File: src/rtl/core/sdspi_pkg.sv
// Package for the SD card SPI-mode sequencer.
// Holds the shared constants, the command step and result types and the frame byte function.
// It has no dependencies.
`default_nettype none

package sdspi_pkg;

    localparam int BLOCK_BYTES  = 512;
    localparam int INIT_RETRIES = 1024;
    localparam int WAKE_BYTES   = 10;

    localparam int BC_MAX  = (BLOCK_BYTES > WAKE_BYTES + 1) ? BLOCK_BYTES : WAKE_BYTES + 1;
    localparam int BC_W    = (BC_MAX > 8) ? $clog2(BC_MAX) : 3;
    localparam int RETRY_W = $clog2(INIT_RETRIES + 1);
    localparam int LIMIT_W = 16;

    localparam logic [7:0] FILL_BYTE   = 8'hFF;
    localparam logic [7:0] START_TOKEN = 8'hFE;
    localparam logic [7:0] ERR_MASK    = 8'hE0;
    localparam logic [7:0] CMD0_BUSY   = 8'h3F;
    localparam logic [6:0] R1_IDLE     = 7'h01;
    localparam logic [6:0] R1_READY    = 7'h00;

    localparam logic [LIMIT_W-1:0] REPLY_LIMIT_RST = 16'd8;
    localparam logic [LIMIT_W-1:0] TOKEN_LIMIT_RST = 16'd4096;

    typedef enum logic [1:0] {
        ACT_INIT = 2'd0,
        ACT_READ = 2'd1,
        ACT_XFER = 2'd2,
        ACT_NONE = 2'd3
    } t_action;

    typedef enum logic [0:0] {
        CFG_REPLY_LIMIT = 1'b0,
        CFG_TOKEN_LIMIT = 1'b1
    } t_cfg_index;

    typedef enum logic [2:0] {
        S_CMD0A,
        S_CMD0B,
        S_CMD8,
        S_CMD55,
        S_ACMD41,
        S_CMD58,
        S_CMD17
    } t_cmd_step;

    typedef struct packed {
        logic [7:0] tx_byte;
        logic       card_select;
        logic [7:0] data_byte;
        logic       data_valid;
        logic       done_res;
        logic [7:0] status;
        logic       timed_out;
    } t_result;

    // Byte k of the six-byte command frame for a given command step.
    function automatic logic [7:0] frame_byte(t_cmd_step step, logic [2:0] k,
                                              logic [31:0] addr);
        logic [5:0]  cmd;
        logic [31:0] arg;
        logic [6:0]  crc;
        logic [7:0]  b;
        cmd = 6'd17;
        arg = addr;
        crc = 7'h00;
        case (step)
            S_CMD0A, S_CMD0B: begin
                cmd = 6'd0;
                arg = 32'h0;
                crc = 7'h4A;
            end
            S_CMD8: begin
                cmd = 6'd8;
                arg = 32'h0000_01AA;
                crc = 7'h43;
            end
            S_CMD55: begin
                cmd = 6'd55;
                arg = 32'h0;
            end
            S_ACMD41: begin
                cmd = 6'd41;
                arg = 32'h4000_0000;
            end
            S_CMD58: begin
                cmd = 6'd58;
                arg = 32'h0;
            end
            default: begin
                cmd = 6'd17;
                arg = addr;
            end
        endcase
        case (k)
            3'd0:    b = {2'b01, cmd};
            3'd1:    b = arg[31:24];
            3'd2:    b = arg[23:16];
            3'd3:    b = arg[15:8];
            3'd4:    b = arg[7:0];
            default: b = {crc, 1'b1};
        endcase
        return b;
    endfunction

endpackage

`default_nettype wire

File: src/rtl/core/sdspi_cfg.sv
// Configuration registers of the SD card SPI-mode sequencer.
// Holds the reply and data token wait limits; depends on sdspi_pkg.
`default_nettype none

module sdspi_cfg (
    input  wire logic                          i_clk,
    input  wire logic                          i_rst_n,
    input  wire logic                          i_cfg_wr_en,
    input  wire logic [0:0]                    i_cfg_index,
    input  wire logic [sdspi_pkg::LIMIT_W-1:0] i_cfg_data,
    output logic      [sdspi_pkg::LIMIT_W-1:0] o_reply_limit,
    output logic      [sdspi_pkg::LIMIT_W-1:0] o_token_limit
);
    import sdspi_pkg::*;

    logic [LIMIT_W-1:0] r_reply_limit;
    logic [LIMIT_W-1:0] r_token_limit;

    always_ff @(posedge i_clk) begin
        if (!i_rst_n) begin
            r_reply_limit <= REPLY_LIMIT_RST;
            r_token_limit <= TOKEN_LIMIT_RST;
        end else if (i_cfg_wr_en) begin
            case (t_cfg_index'(i_cfg_index))
                CFG_REPLY_LIMIT: r_reply_limit <= i_cfg_data;
                CFG_TOKEN_LIMIT: r_token_limit <= i_cfg_data;
                default: ;
            endcase
        end
    end

    assign o_reply_limit = r_reply_limit;
    assign o_token_limit = r_token_limit;

endmodule

`default_nettype wire

File: src/rtl/core/sdspi_seq.sv
// Command and data sequencer of the SD card SPI-mode block.
// Holds the protocol state and works out one result word per exchanged byte.
// Depends on sdspi_pkg.
`default_nettype none

module sdspi_seq (
    input  wire logic                          i_clk,
    input  wire logic                          i_rst_n,
    input  wire logic                          i_fire,
    input  wire logic [1:0]                    i_action,
    input  wire logic [31:0]                   i_block_number,
    input  wire logic [7:0]                    i_rx_byte,
    input  wire logic [sdspi_pkg::LIMIT_W-1:0] i_reply_limit,
    input  wire logic [sdspi_pkg::LIMIT_W-1:0] i_token_limit,
    output sdspi_pkg::t_result                 o_result
);
    import sdspi_pkg::*;

    typedef enum logic [2:0] {
        P_IDLE,
        P_WAKE,
        P_FRAME,
        P_REPLY,
        P_EXTRA,
        P_TOKEN,
        P_DATA,
        P_CRC
    } t_phase;

    t_phase             r_phase, n_phase;
    t_cmd_step          r_step, n_step;
    logic [BC_W-1:0]    r_byte, n_byte;
    logic [RETRY_W-1:0] r_retry, n_retry;
    logic [LIMIT_W-1:0] r_wait, n_wait;
    logic [31:0]        r_addr, n_addr;
    logic [6:0]         r_reply, n_reply;

    t_result   res;
    logic      s_start;
    t_cmd_step s_step;
    logic      s_fin;
    logic [7:0] s_fin_st;
    logic      s_fin_to;
    logic      s_after;
    logic      reply_ok;
    logic [LIMIT_W-1:0] wait_inc;

    always_comb begin
        n_phase  = r_phase;
        n_step   = r_step;
        n_byte   = r_byte;
        n_retry  = r_retry;
        n_wait   = r_wait;
        n_addr   = r_addr;
        n_reply  = r_reply;
        res      = '0;
        res.tx_byte = FILL_BYTE;
        s_start  = 1'b0;
        s_step   = S_CMD17;
        s_fin    = 1'b0;
        s_fin_st = 8'h00;
        s_fin_to = 1'b0;
        s_after  = 1'b0;
        wait_inc = r_wait + LIMIT_W'(1);
        reply_ok = !i_rx_byte[7] && !(r_step == S_CMD0A && i_rx_byte == CMD0_BUSY);

        case (t_action'(i_action))
            ACT_INIT: begin
                n_phase = P_WAKE;
                n_byte  = BC_W'(1);
                n_retry = '0;
                n_wait  = '0;
            end
            ACT_READ: begin
                n_addr  = i_block_number;
                n_wait  = '0;
                s_start = 1'b1;
                s_step  = S_CMD17;
            end
            ACT_XFER: begin
                case (r_phase)
                    P_WAKE: begin
                        if (r_byte < BC_W'(WAKE_BYTES)) begin
                            n_byte = r_byte + BC_W'(1);
                        end else begin
                            s_start = 1'b1;
                            s_step  = S_CMD0A;
                        end
                    end
                    P_FRAME: begin
                        if (r_byte < BC_W'(6)) begin
                            res.tx_byte     = frame_byte(r_step, r_byte[2:0], r_addr);
                            res.card_select = 1'b1;
                            n_byte          = r_byte + BC_W'(1);
                        end else begin
                            n_phase         = P_REPLY;
                            n_wait          = '0;
                            res.card_select = 1'b1;
                        end
                    end
                    P_REPLY: begin
                        if (!reply_ok) begin
                            n_wait = wait_inc;
                            if (wait_inc >= i_reply_limit) begin
                                s_fin    = 1'b1;
                                s_fin_st = FILL_BYTE;
                                s_fin_to = 1'b1;
                            end else begin
                                res.card_select = 1'b1;
                            end
                        end else begin
                            n_reply = i_rx_byte[6:0];
                            if (r_step == S_CMD8 || r_step == S_CMD58) begin
                                n_phase         = P_EXTRA;
                                n_byte          = '0;
                                res.card_select = 1'b1;
                            end else begin
                                s_after = 1'b1;
                            end
                        end
                    end
                    P_EXTRA: begin
                        n_byte = r_byte + BC_W'(1);
                        if (n_byte < BC_W'(4)) begin
                            res.card_select = 1'b1;
                        end else begin
                            s_after = 1'b1;
                        end
                    end
                    P_TOKEN: begin
                        if (i_rx_byte == START_TOKEN) begin
                            n_phase         = P_DATA;
                            n_byte          = '0;
                            res.card_select = 1'b1;
                        end else if ((i_rx_byte & ERR_MASK) == 8'h00) begin
                            s_fin    = 1'b1;
                            s_fin_st = i_rx_byte;
                        end else begin
                            n_wait = wait_inc;
                            if (wait_inc >= i_token_limit) begin
                                s_fin    = 1'b1;
                                s_fin_st = FILL_BYTE;
                                s_fin_to = 1'b1;
                            end else begin
                                res.card_select = 1'b1;
                            end
                        end
                    end
                    P_DATA: begin
                        res.card_select = 1'b1;
                        res.data_byte   = i_rx_byte;
                        res.data_valid  = 1'b1;
                        if (r_byte >= BC_W'(BLOCK_BYTES - 1)) begin
                            n_phase = P_CRC;
                            n_byte  = '0;
                        end else begin
                            n_byte = r_byte + BC_W'(1);
                        end
                    end
                    P_CRC: begin
                        n_byte = r_byte + BC_W'(1);
                        if (n_byte < BC_W'(2)) begin
                            res.card_select = 1'b1;
                        end else begin
                            s_fin    = 1'b1;
                            s_fin_st = START_TOKEN;
                        end
                    end
                    default: ;
                endcase
            end
            default: ;
        endcase

        if (s_after) begin
            case (r_step)
                S_CMD0A: begin
                    s_start = 1'b1;
                    s_step  = S_CMD0B;
                end
                S_CMD0B: begin
                    s_start = 1'b1;
                    s_step  = S_CMD8;
                end
                S_CMD55: begin
                    s_start = 1'b1;
                    s_step  = S_ACMD41;
                end
                S_CMD58: begin
                    s_fin    = 1'b1;
                    s_fin_st = {1'b0, n_reply};
                end
                S_CMD8, S_ACMD41: begin
                    if (r_step == S_ACMD41) begin
                        n_retry = r_retry + RETRY_W'(1);
                    end
                    if (n_reply == R1_IDLE && n_retry < RETRY_W'(INIT_RETRIES)) begin
                        s_start = 1'b1;
                        s_step  = S_CMD55;
                    end else if (n_reply == R1_READY) begin
                        s_start = 1'b1;
                        s_step  = S_CMD58;
                    end else begin
                        s_fin    = 1'b1;
                        s_fin_st = {1'b0, n_reply};
                    end
                end
                default: begin
                    if (n_reply == R1_READY) begin
                        n_phase         = P_TOKEN;
                        n_wait          = '0;
                        res.card_select = 1'b1;
                    end else begin
                        s_fin    = 1'b1;
                        s_fin_st = {1'b0, n_reply};
                    end
                end
            endcase
        end

        if (s_start) begin
            n_step          = s_step;
            n_phase         = P_FRAME;
            n_byte          = BC_W'(1);
            res.tx_byte     = frame_byte(s_step, 3'd0, n_addr);
            res.card_select = 1'b1;
        end

        if (s_fin) begin
            n_phase         = P_IDLE;
            res.tx_byte     = FILL_BYTE;
            res.card_select = 1'b0;
            res.done_res    = 1'b1;
            res.status      = s_fin_st;
            res.timed_out   = s_fin_to;
        end
    end

    always_ff @(posedge i_clk) begin
        if (!i_rst_n) begin
            r_phase <= P_IDLE;
            r_step  <= S_CMD0A;
            r_byte  <= '0;
            r_retry <= '0;
            r_wait  <= '0;
            r_addr  <= '0;
            r_reply <= '0;
        end else if (i_fire) begin
            r_phase <= n_phase;
            r_step  <= n_step;
            r_byte  <= n_byte;
            r_retry <= n_retry;
            r_wait  <= n_wait;
            r_addr  <= n_addr;
            r_reply <= n_reply;
        end
    end

    assign o_result = res;

endmodule

`default_nettype wire

File: src/rtl/core/sd_spi_init_and_block_read.sv
// SD card SPI-mode initialization and single block read sequencer, top level.
// Input word register, sequencer and result word register; depends on sdspi_pkg,
// sdspi_cfg and sdspi_seq.
//
// Each input word reports one event: start initialization, start a block read, or
// one byte exchange completed with the byte received. For each input word the block
// returns exactly one result word with the next byte to send, the chip select for it,
// any payload byte and, on the last byte of an operation, the completion report.
// A result word is registered after its input word has passed through the input
// register. A new word is accepted every cycle while the receiver does not stall; the
// rate is set by the single input and result registers around the sequencer logic. When
// the receiver stalls, the result register holds its word and one more input word may
// wait in the input register before o_in_stall rises. Reset clears both registers, the
// sequencer goes idle and the wait limits return to 8 fill bytes for a command reply
// and 4096 for the data start token. The user must write the limits through the
// configuration port while no operation is in progress; the block does not enforce it.
`default_nettype none

module sd_spi_init_and_block_read (
    input  wire logic                          i_clk,
    input  wire logic                          i_rst_n,
    input  wire logic                          i_cfg_wr_en,
    input  wire logic [0:0]                    i_cfg_index,
    input  wire logic [sdspi_pkg::LIMIT_W-1:0] i_cfg_data,
    input  wire logic                          i_in_valid,
    output logic                               o_in_stall,
    input  wire logic [1:0]                    i_action,
    input  wire logic [31:0]                   i_block_number,
    input  wire logic [7:0]                    i_rx_byte,
    output logic                               o_out_valid,
    input  wire logic                          i_out_stall,
    output logic [7:0]                         o_tx_byte,
    output logic                               o_card_select,
    output logic [7:0]                         o_data_byte,
    output logic                               o_data_valid,
    output logic                               o_done_res,
    output logic [7:0]                         o_status,
    output logic                               o_timed_out
);
    import sdspi_pkg::*;

    logic               r_in_valid;
    logic [1:0]         r_action;
    logic [31:0]        r_block_number;
    logic [7:0]         r_rx_byte;
    logic               r_out_valid;
    t_result            r_result;
    t_result            seq_result;
    logic               advance;
    logic               fire;
    logic               in_take;
    logic [LIMIT_W-1:0] reply_limit;
    logic [LIMIT_W-1:0] token_limit;

    assign advance    = !r_out_valid || !i_out_stall;
    assign fire       = r_in_valid && advance;
    assign o_in_stall = r_in_valid && !advance;
    assign in_take    = i_in_valid && !o_in_stall;

    sdspi_cfg u_cfg (
        .i_clk         (i_clk),
        .i_rst_n       (i_rst_n),
        .i_cfg_wr_en   (i_cfg_wr_en),
        .i_cfg_index   (i_cfg_index),
        .i_cfg_data    (i_cfg_data),
        .o_reply_limit (reply_limit),
        .o_token_limit (token_limit)
    );

    sdspi_seq u_seq (
        .i_clk          (i_clk),
        .i_rst_n        (i_rst_n),
        .i_fire         (fire),
        .i_action       (r_action),
        .i_block_number (r_block_number),
        .i_rx_byte      (r_rx_byte),
        .i_reply_limit  (reply_limit),
        .i_token_limit  (token_limit),
        .o_result       (seq_result)
    );

    always_ff @(posedge i_clk) begin
        if (!i_rst_n) begin
            r_in_valid  <= 1'b0;
            r_out_valid <= 1'b0;
        end else begin
            if (in_take) begin
                r_in_valid <= 1'b1;
            end else if (advance) begin
                r_in_valid <= 1'b0;
            end
            if (advance) begin
                r_out_valid <= r_in_valid;
            end
        end
    end

    always_ff @(posedge i_clk) begin
        if (in_take) begin
            r_action       <= i_action;
            r_block_number <= i_block_number;
            r_rx_byte      <= i_rx_byte;
        end
        if (fire) begin
            r_result <= seq_result;
        end
    end

    assign o_out_valid   = r_out_valid;
    assign o_tx_byte     = r_result.tx_byte;
    assign o_card_select = r_result.card_select;
    assign o_data_byte   = r_result.data_byte;
    assign o_data_valid  = r_result.data_valid;
    assign o_done_res    = r_result.done_res;
    assign o_status      = r_result.status;
    assign o_timed_out   = r_result.timed_out;

endmodule

`default_nettype wire

File: config.mk
export PLATFORM = sky130hd
export DESIGN_NAME = sd_spi_init_and_block_read
export DESIGN_NICKNAME = d
export VERILOG_FILES = /design/src/rtl/core/sdspi_pkg.sv /design/src/rtl/core/sdspi_cfg.sv /design/src/rtl/core/sdspi_seq.sv /design/src/rtl/core/sd_spi_init_and_block_read.sv
export SDC_FILE = /design/constraint.sdc
export NUM_CORES = 1
export LEC_CHECK = 0
export BUFFER_PORTS_ARGS = -buffer_cell sky130_fd_sc_hd__buf_2
export CAP_MARGIN = 0
export CORE_MARGIN = 2
export CORE_UTILIZATION = 40
export CTS_CLUSTER_DIAMETER = 150
export CTS_CLUSTER_SIZE = 30
export DETAILED_ROUTE_END_ITERATION = 10
export PLACE_DENSITY_LB_ADDON = 0.25
export SLEW_MARGIN = 30
export SYNTH_ARGS = -nofsm -noshare
export SYNTH_HDL_FRONTEND = slang
export SYNTH_SLANG_ARGS = --single-unit
export TNS_END_PERCENT = 10
File: constraint.sdc
create_clock -name i_clk -period 5.3 [get_ports i_clk]
set_input_delay 1.06 -clock i_clk [delete_from_list [all_inputs] [get_ports i_clk]]
set_output_delay 1.06 -clock i_clk [all_outputs]
set_load 0.01 [all_outputs]
# Word level (Yosys, flattened, before mapping)
# Cells that the tools add are included.
# totals
register_bits	185
out_inout_bits	30
# classes
addsub	3
magnitude_cmp	8
n_eq_ne	32
n_mux	111
bitwise_logic	4
n_reduce_logical	39
# ops
op	n
2-to-1 mux 16 bit	7
2-to-1 mux 8 bit	12
case mux 32 bit (3 select lines)	1
2-to-1 mux 9 bit	9
2-to-1 mux 11 bit	6
case mux 6 bit (5 select lines)	2
case mux 9 bit (6 select lines)	1
2-to-1 mux 3 bit	16
case mux 16 bit (3 select lines)	1
case mux 8 bit (3 select lines)	2
case mux 8 bit (5 select lines)	1
2-to-1 mux 1 bit	35
>= comparator 16 bit	2
case mux 16 bit (2 select lines)	1
== test 3 bit, second input constant	9
== test 3 x 2 -> 1 bit, second input constant	8
case mux 3 bit (4 select lines)	2
2-to-1 mux 7 bit	3
!= test 4 x 2 -> 1 bit, second input constant	5
less-than comparator 9 x 3 -> 1 bit, second input constant	2
2-to-1 mux 18 bit	1
case mux 9 bit (2 select lines)	1
adder 16 x 1 -> 16 bit, second input constant	1
case mux 7 bit (2 select lines)	1
other kinds (35)	68

# Depth between registers and ports, before layout
# Gate-level depths: netlist of run 1.
# logic_depth
depth_word	17
ltp_mapped	20
mapped_depth_nobuf	18

# Modules after synthesis
# From an unflattened synthesis of run 1, not the netlist that was laid out.
# hier_totals
cells_unflattened	1143
hier_area_um2	10064.7
# modules_own_cells
module	instances	cells_each	area_each_um2
sdspi_seq	1	940	6636.4
sd_spi_init_and_block_read	1	78	2185.8
sdspi_cfg	1	125	1242.4

# Worst setup path after synthesis of run 1
# OpenSTA, ideal clock, no wires.
# synth_path
path_kind	register -> register
startpoint	reg u_seq.r_wait[0]
endpoint	reg u_seq.r_phase[0]
setup_ns	0.070
arrival_time_ns	4.020
setup_slack_ns	1.210
path_stages_with_launch	21
period_less_slack_ns	4.090
cell_sequence	dfxtp_1 > ha_1 > and3_1 > clkbuf_1 > and3_1 > nand3_1 > nor2_1 > and3_1 > nand3_1 > xnor2_1 > ha_1 > nand4_1 > inv_1 > a22oi_1 > o211ai_1 > o21ai_0 > a31oi_1 > o21a_1 > buf_6 > or4_1 > a21oi_1
# synth_via
elab_chain_len	12
# synth_lines
item	line_no	rtl
start: declaration	sdspi_seq.sv:34	logic [LIMIT_W-1:0] r_wait, n_wait;
start signal: assignment	sdspi_seq.sv:253	r_wait <= n_wait;
adder 16 x 1 -> 16 bit *	sdspi_seq.sv:64	wait_inc = r_wait + LIMIT_W'(1);
>= comparator 16 bit	sdspi_seq.sv:140	if (wait_inc >= i_token_limit) begin
2-to-1 mux 1 bit	sdspi_seq.sv:140	
2-to-1 mux 1 bit	sdspi_seq.sv:135	end else if ((i_rx_byte & ERR_MASK) == 8'h00) begin
2-to-1 mux 1 bit	sdspi_seq.sv:131	if (i_rx_byte == START_TOKEN) begin
case mux 1 bit (3 select lines) *	sdspi_seq.sv:81	case (r_phase)
2-to-1 mux 1 bit *	sdspi_seq.sv:67	case (t_action'(i_action))
2-to-1 mux 1 bit	sdspi_seq.sv:200, sdspi_seq.sv:209	
2-to-1 mux 1 bit	sdspi_seq.sv:197	if (n_reply == R1_IDLE && n_retry < RETRY_W'(INIT_RETRIES)) begin
case mux 1 bit (3 select lines)	sdspi_seq.sv:176	case (r_step)
2-to-1 mux 1 bit *	sdspi_seq.sv:175	if (s_after) begin
net u_seq.s_fin	sdspi_seq.sv:41	logic s_fin;
2-to-1 mux 3 bit *	sdspi_seq.sv:229	if (s_fin) begin
end signal: assignment	sdspi_seq.sv:249	r_phase <= n_phase;
end: declaration	sdspi_seq.sv:30	t_phase r_phase, n_phase;
# Mark *: on every way through the listed nets, which the timed path passes. The rest lies on a longest branch.
# A chain may end at the register's enable or synchronous reset.

# Final worst setup path of run 1
# layout_path
startpoint	reg u_seq.r_wait[0]
endpoint	reg r_result (netlist bit o_tx_byte[4]) (data pin)
# layout_via
elab_chain_len	11
# layout_lines
item	line_no	rtl
adder 16 x 1 -> 16 bit *	sdspi_seq.sv:64	
>= comparator 16 bit	sdspi_seq.sv:140	
2-to-1 mux 1 bit	sdspi_seq.sv:140	
2-to-1 mux 1 bit	sdspi_seq.sv:135	
2-to-1 mux 1 bit	sdspi_seq.sv:131	
case mux 1 bit (3 select lines) *	sdspi_seq.sv:81	
2-to-1 mux 1 bit *	sdspi_seq.sv:67	
2-to-1 mux 1 bit	sdspi_seq.sv:200, sdspi_seq.sv:209	
2-to-1 mux 1 bit	sdspi_seq.sv:197	
case mux 1 bit (3 select lines)	sdspi_seq.sv:176	
2-to-1 mux 1 bit *	sdspi_seq.sv:175	
end signal: assignment	sd_spi_init_and_block_read.sv:105	r_result <= seq_result;
end: declaration	sd_spi_init_and_block_read.sv:47	t_result r_result;
# Mark *: on every way between the ends. The rest lies on a longest branch, timed or not.

==> metrics.log, run 1 <==
INFO  metric antenna_violations_before_repair = 0
INFO  metric dieArea = 0.0251 sq mm
INFO  metric hpwl_reported_at_the_end_of_detailed_placement = 16100 um
INFO  metric top_level_ports = 94
INFO  metric post_synth_main_area_contributors = dfxtp_1, edfxtp_1, nand2_1
INFO  metric startpoint_type = flip-flop
INFO  metric dp_cells = 1454
INFO  metric syn_avg_cell_area = 8.73 sq um
INFO  metric global_route_met1_usage = 26.6%
INFO  metric synth-seq-cells = 185
INFO  metric final_antenna_net_count = 0
INFO  metric synthMostInstantiatedCell = nand2_1
INFO  metric pin_count_of_the_biggest_net_entering_global_routing = 88
INFO  metric p_int = 2240 uW
INFO  metric tot_pwr = 3040 uW
INFO  metric gp_congestion = 0.850
INFO  metric globalRoute.busiestLayer = met2
INFO  metric finalNonFillerCells = 1487
INFO  metric synth_top_cells_by_count = nand2_1, dfxtp_1, a21oi_1
INFO  metric finalSetupTns = 0 ps
INFO  metric worst_setup_path_end_kind = flip-flop
INFO  metric library_cells_used_by_synthesis = 68
INFO  metric grtUsageMet2 = 29.2%
INFO  metric setup_repair_after_global_routing_missed_its_margin = no
INFO  metric netlist.top_cell.by_area = dfxtp_1
INFO  metric clk-insertion-delay-late = 440 ps
INFO  metric clock-skew-final = 13.3 ps
INFO  metric die-height = 159 um
INFO  metric cts_hold_buffers = 0
INFO  metric fmax = 212 MHz
INFO  metric dr_total_vias = 7997
INFO  metric synthDominantCellAreaShare = 24.1%
INFO  metric num_antenna_cells = 0
INFO  metric max_cap_violations = 0
INFO  metric slew_viol_final = 0
INFO  metric most_used_flip_flop_cell_after_synthesis = dfxtp_1
INFO  metric fin_crit = 4720 ps
INFO  metric drt-wirelength-per-cell = 15.4 um
INFO  metric cts_buffers = 17
INFO  metric post-route-worst-setup-slack = 577 ps
INFO  metric drt_wl_total = 23000 um
INFO  metric period_share = 89.1%
INFO  metric setup_crit_path_kind = flip-flop to flip-flop
INFO  metric grt_first_pass_wirelength = 37500 um
INFO  metric filler_cell_count = 2317
INFO  metric holdCritPathClass = flip-flop to flip-flop
INFO  metric synth_enable_flop_cells = 70
INFO  metric worst_pin_slew = 807 ps
INFO  metric layout-drive-gt1-share = 13.4%
INFO  metric rows = 56
INFO  metric synth_async_sr_flop_share = 0%
INFO  metric crit_fanout = 9
INFO  metric p_leak = 0.00415 uW
INFO  metric post-route-cell-area = 0.0109 sq mm
INFO  metric tritoncts = yes
INFO  metric first_global_vias = 7245
INFO  metric preCtsSetupSlack = 443 ps
INFO  metric area_delta_synth_final = 14.4%
INFO  metric initial_core_util = 40.7%
INFO  metric clockPowerShare = 42.9%
INFO  metric final_nets = 1263
INFO  metric groute.usage.overall = 18.7%
INFO  metric slew_headroom = 46.2%
INFO  metric switching_power = 794 uW
INFO  metric grtUsageMet3 = 3.16%
INFO  metric p_seq_share = 50.9%
INFO  metric syn_area = 0.00956 sq mm
INFO  metric cts_max_level = 4
INFO  metric setup_viol = 0
INFO  metric detailed_route_drc_error_count = 0
INFO  metric grt.overflow.total = 0
INFO  metric share_comb_of_total_power = 6.2%
INFO  metric status = completed
INFO  metric detail_route.iter0.violations = 697
INFO  metric clk_path_buf_depth = 2
INFO  metric hold_violations = 0
INFO  metric first_pass_iters = 8
INFO  metric buffer_ports.inserted = 93
INFO  metric synth_sequential_area_ratio = 46.1%
INFO  metric max-vdd-ir-drop = 0.000199 V
INFO  metric via_per_inst = 5.38
INFO  metric critical_path_required = 5580 ps
INFO  metric floorplan.die.width = 159 um
INFO  metric synth_nets = 1202
INFO  metric post_synth_inst_count = 1094
INFO  metric worst-endpoint-arrival = 5010 ps
INFO  metric post_dp_cell_area = 0.0103 sq mm
INFO  metric clkSlewWorstSetupHoldPaths = 80 ps
INFO  metric power.density_cell_area = 278 mW/mm^2
INFO  metric placeableCoreArea = 0.0235 sq mm
INFO  metric clockRootBuffer = clkbuf_16
INFO  metric switching_share = 26.2%
INFO  metric yosysWarnings = 0
INFO  metric cts.sink_count = 185
-- power groups by stage --
stage / registers, uW / clock network (uW) / logic, uW
global placement: 1580 / 0 / 181
global route: 1550 / 1380 / 211
CTS: 1550 / 1330 / 187
floorplan: 1570 / 0 / 112
finish: 1550 / 1300 / 187
detailed placement: 1580 / 0 / 186
-- routing by layer --
layer	wire length, um	part of all wire, %
met3	933	4.1
met4	344	1.5
met1	11000	48
met2	10700	46
met5	0	0
-- repair_timing --
action	in CTS	in global routing
setup endpoints to repair	0	5
endpoints found under the hold margin	0	0
setup buffers	0	1
resized for setup	0	0
-- logic make-up (layout without fill, tap and decap cells) --
logic type	after synthesis	in the layout	synth area share, %
simple gates	423	423	20.5
compound gates	297	297	19.6
flops	185	185	46.1
buf+inv	109	183	4.49
fa+ha+maj	44	44	5.76
mux	19	19	2.04
xor+xnor	17	17	1.56
-- metrics by stage --
stage	hold WS, ps	util [%]
floorplan	432	-
global placement	443	43.7
finish	455	46.6
global route	473	46.6
CTS	456	46.5
detailed placement	447	43.9
-- registers in the layout (all words and copies together), names as in the netlist, 2 cells and up --
signal and flops:
r_block_number 32, u_seq.r_addr 32, u_cfg.o_reply_limit 16, u_cfg.o_token_limit 16, u_seq.r_wait 16, u_seq.r_retry 11, u_seq.r_byte 9, o_data_byte 8
o_status 8, o_tx_byte 8, r_rx_byte 8, u_seq.r_reply 7, u_seq.r_phase 3, u_seq.r_step 3, r_action 2
-- layout by cell type, fill, tap and decap left out, types with 35 or more instances in the layout --
cell type	Yosys	layout
nand3_1	35	35
a21oi_1	113	113
edfxtp_1	70	70
nand2_1	215	215
dfxtp_1	115	115
ha_1	44	44
buf_2	4	93
inv_1	42	42
o21ai_0	64	64
nor2_1	66	66
-- path summary, 6_finish.rpt --
path | to | slack (ps) | from | depth (start not counted)
max | o_tx_byte[4] | 580 | u_seq.r_wait[0] | 18
min | u_cfg.o_reply_limit[14] | 450 | u_cfg.o_reply_limit[14] | 2
max reg2reg | o_tx_byte[4] | 580 | u_seq.r_wait[0] | 18
min reg2reg | u_cfg.o_reply_limit[14] | 450 | u_cfg.o_reply_limit[14] | 2
-- layout make-up --
cell class	instances	area [sq um]	area share (%)
clock inverter	14	176	1.61
multi-input combinational	800	4760	43.5
sequential	185	4400	40.3
tap	319	399	3.65
timing repair buffer	107	594	5.44
clock buffer	18	439	4.02
inverter	44	165	1.51
-- critical path, cell delays in order, from the launching register on --
cell,delay (ps)
dfxtp_1,460
ha_1,270
and3_1,260
and3_1,220
nand3_1,150
nor2_1,270
and3_1,270
nand3_1,120
xnor2_1,190
ha_1,320
nand4_1,120
or4_1,550
o211ai_1,190
buf_4,170
o21ai_0,110
a31oi_1,290
o21a_1,380
a31oi_1,110
o211ai_1,120
Note: power is estimated with default switching activity, not from simulation.
==> run 2, diff against run 1 <==
--- a/config.mk
+++ b/config.mk
@@ -9,5 +9,5 @@
 export CAP_MARGIN = 0
 export CORE_MARGIN = 2
-export CORE_UTILIZATION = 40
+export CORE_UTILIZATION = 60
 export CTS_CLUSTER_DIAMETER = 150
 export CTS_CLUSTER_SIZE = 30
==> constraint.sdc (replaced) <==
create_clock -name i_clk -period 5.3 [get_ports i_clk]
set_input_delay 0.795 -clock i_clk [delete_from_list [all_inputs] [get_ports i_clk]]
set_output_delay 0.795 -clock i_clk [all_outputs]
set_load 0.01 [all_outputs]
==> run 2 against run 1 <==
Against the previous run: first-iteration DRC count up 4.2%; power is 0.63% lower; fmax shrank 1.9%; highest routed layer unchanged; clock-buffer cell count rose by 1; global-route usage increased by 7.9 points; critical path type unchanged; die area shrank 33%; hold slack worse by 0.92 ps.
==> metrics.log, run 2 (same netlist as run 1, synthesis figures left out) <==
INFO  metric status = completed
INFO  metric fmax = 208 MHz
INFO  metric groute.usage.overall = 26.7%
INFO  metric first_global_vias = 7393
INFO  metric die-height = 130 um
INFO  metric grtUsageMet3 = 5.04%
INFO  metric cts_setup_buffers = 0
INFO  metric startpoint_type = flip-flop
INFO  metric fin_crit = 4810 ps
INFO  metric clkSlewWorstSetupHoldPaths = 70 ps
INFO  metric setup_crit_path_kind = flip-flop to flip-flop
INFO  metric global_route_met1_usage = 36.1%
INFO  metric final_antenna_net_count = 0
INFO  metric power.density_cell_area = 280 mW/mm^2
INFO  metric detail_route.iter0.violations = 726
INFO  metric dr_total_vias = 8118
INFO  metric dieArea = 0.0170 sq mm
INFO  metric post-route-cell-area = 0.0108 sq mm
INFO  metric drt_wl_total = 22000 um
INFO  metric floorplan.die.width = 130 um
INFO  metric period_share = 90.8%
INFO  metric worst-endpoint-arrival = 5090 ps
INFO  metric reg.largest.list = r_block_number x32, u_seq.r_addr x32
INFO  metric crit_fanout = 9
INFO  metric post_dp_cell_area = 0.0102 sq mm
INFO  metric slew_viol_final = 0
INFO  metric critical_path_required = 5570 ps
INFO  metric cts.sink_count = 185
INFO  metric grt.overflow.total = 0
INFO  metric clock-skew-final = 13.1 ps
INFO  metric rows = 46
INFO  metric holdCritPathClass = flip-flop to flip-flop
INFO  metric filler_cell_count = 1265
INFO  metric detailed_route_drc_error_count = 0
INFO  metric preCtsSetupSlack = 586 ps
INFO  metric cts_max_level = 4
INFO  metric top_level_ports = 94
INFO  metric cts_buffers = 17
INFO  metric hpwl_reported_at_the_end_of_detailed_placement = 15300 um
INFO  metric antenna_violations_before_repair = 0
INFO  metric grt_first_pass_wirelength = 36000 um
INFO  metric commonest_cells_after_routing_fill_and_taps_aside = nand2_1, dfxtp_1, a21oi_1, buf_2, edfxtp_1
INFO  metric setup_repair_after_global_routing_missed_its_margin = no
INFO  metric clk-insertion-delay-late = 440 ps
INFO  metric globalRoute.busiestLayer = met2
INFO  metric mostFrequentLayoutCell = nand2_1
INFO  metric drt-wirelength-per-cell = 15.9 um
INFO  metric grtUsageMet2 = 43.1%
INFO  metric buffer_ports.inserted = 93
INFO  metric finalSetupTns = 0 ps
INFO  metric worst_pin_slew = 980 ps
INFO  metric setup_viol = 0
INFO  metric placeableCoreArea = 0.0157 sq mm
INFO  metric via_per_inst = 5.88
INFO  metric tritoncts = yes
INFO  metric dp_cells = 1349
INFO  metric post-route-worst-setup-slack = 486 ps
INFO  metric first_pass_iters = 8
INFO  metric clockRootBuffer = clkbuf_16
INFO  metric share_of_the_core_filled_with_cells = 68.5%
INFO  metric area_delta_synth_final = 12.6%
INFO  metric worst_setup_path_end_kind = flip-flop
INFO  metric max_cap_violations = 0
INFO  metric num_antenna_cells = 0
INFO  metric clk_path_buf_depth = 2
INFO  metric layout-drive-gt1-share = 13.0%
INFO  metric cts_hold_buffers = 0
INFO  metric hold_violations = 0
INFO  metric max-vdd-ir-drop = 0.000237 V
INFO  metric final_nets = 1260
INFO  metric gp_congestion = 0.933
INFO  metric slew_headroom = 34.7%
INFO  metric postCtsResizedCells = 0
INFO  metric p_leak = 0.00414 uW
INFO  metric initial_core_util = 60.8%
INFO  metric finalNonFillerCells = 1381
INFO  metric pin_count_of_the_biggest_net_entering_global_routing = 88
## run 2: worst max-delay path, stage by stage (launching register included)
cell and delay, ps:
dfxtp_1 460, ha_1 260, and3_1 270, and3_1 220
nand3_1 170, nor2_1 260, and3_1 290, nand3_1 120
xnor2_1 190, ha_1 320, nand4_1 120, or4_1 530
o211ai_1 360, o21ai_0 170, a31oi_1 310, o21a_1 380
a31oi_1 110, o211ai_1 120
## run 2: path summary, 6_finish.rpt
check                                       from               end  slack (ps)  cells after the start
worst max-delay path             u_seq.r_wait[0]      o_tx_byte[4]         490                     17
worst min-delay path            u_seq.r_addr[31]  u_seq.r_addr[31]         450                      2
worst max register to register   u_seq.r_wait[0]      o_tx_byte[4]         490                     17
worst min register to register  u_seq.r_addr[31]  u_seq.r_addr[31]         450                      2
## run 2: layout make-up
class	instances	area [sq um]	share of cell area [%]
Multi-Input combinational cell	800	4750	44.1
Sequential cell	185	4400	40.9
Timing Repair Buffer	104	572	5.31
Clock buffer	19	453	4.21
Tap cell	216	270	2.51
Inverter	44	165	1.53
Clock inverter	13	149	1.38
## run 2: layer usage
layer / vias to the layer above / routed length (um)
met5: - / 0
li1: 4033 / -
met1: 3764 / 9760
met4: 0 / 473
met2: 280 / 10500
met3: 41 / 1270
## run 2: power by group
| group | switching [uW] | internal (uW) |
|---|---|---|
| registers | 25.1 | 1520 |
| logic | 119 | 66.0 |
| clock network | 590 | 697 |
| total | 734 | 2280 |
## run 2: metrics by stage
stage                     hold WS, ps  power (uW)
after floorplan                   432        1690
after detailed placement          446        1760
after CTS                         456        3030
after global placement            442        1750
final                             454        3020
after global routing              472        3110
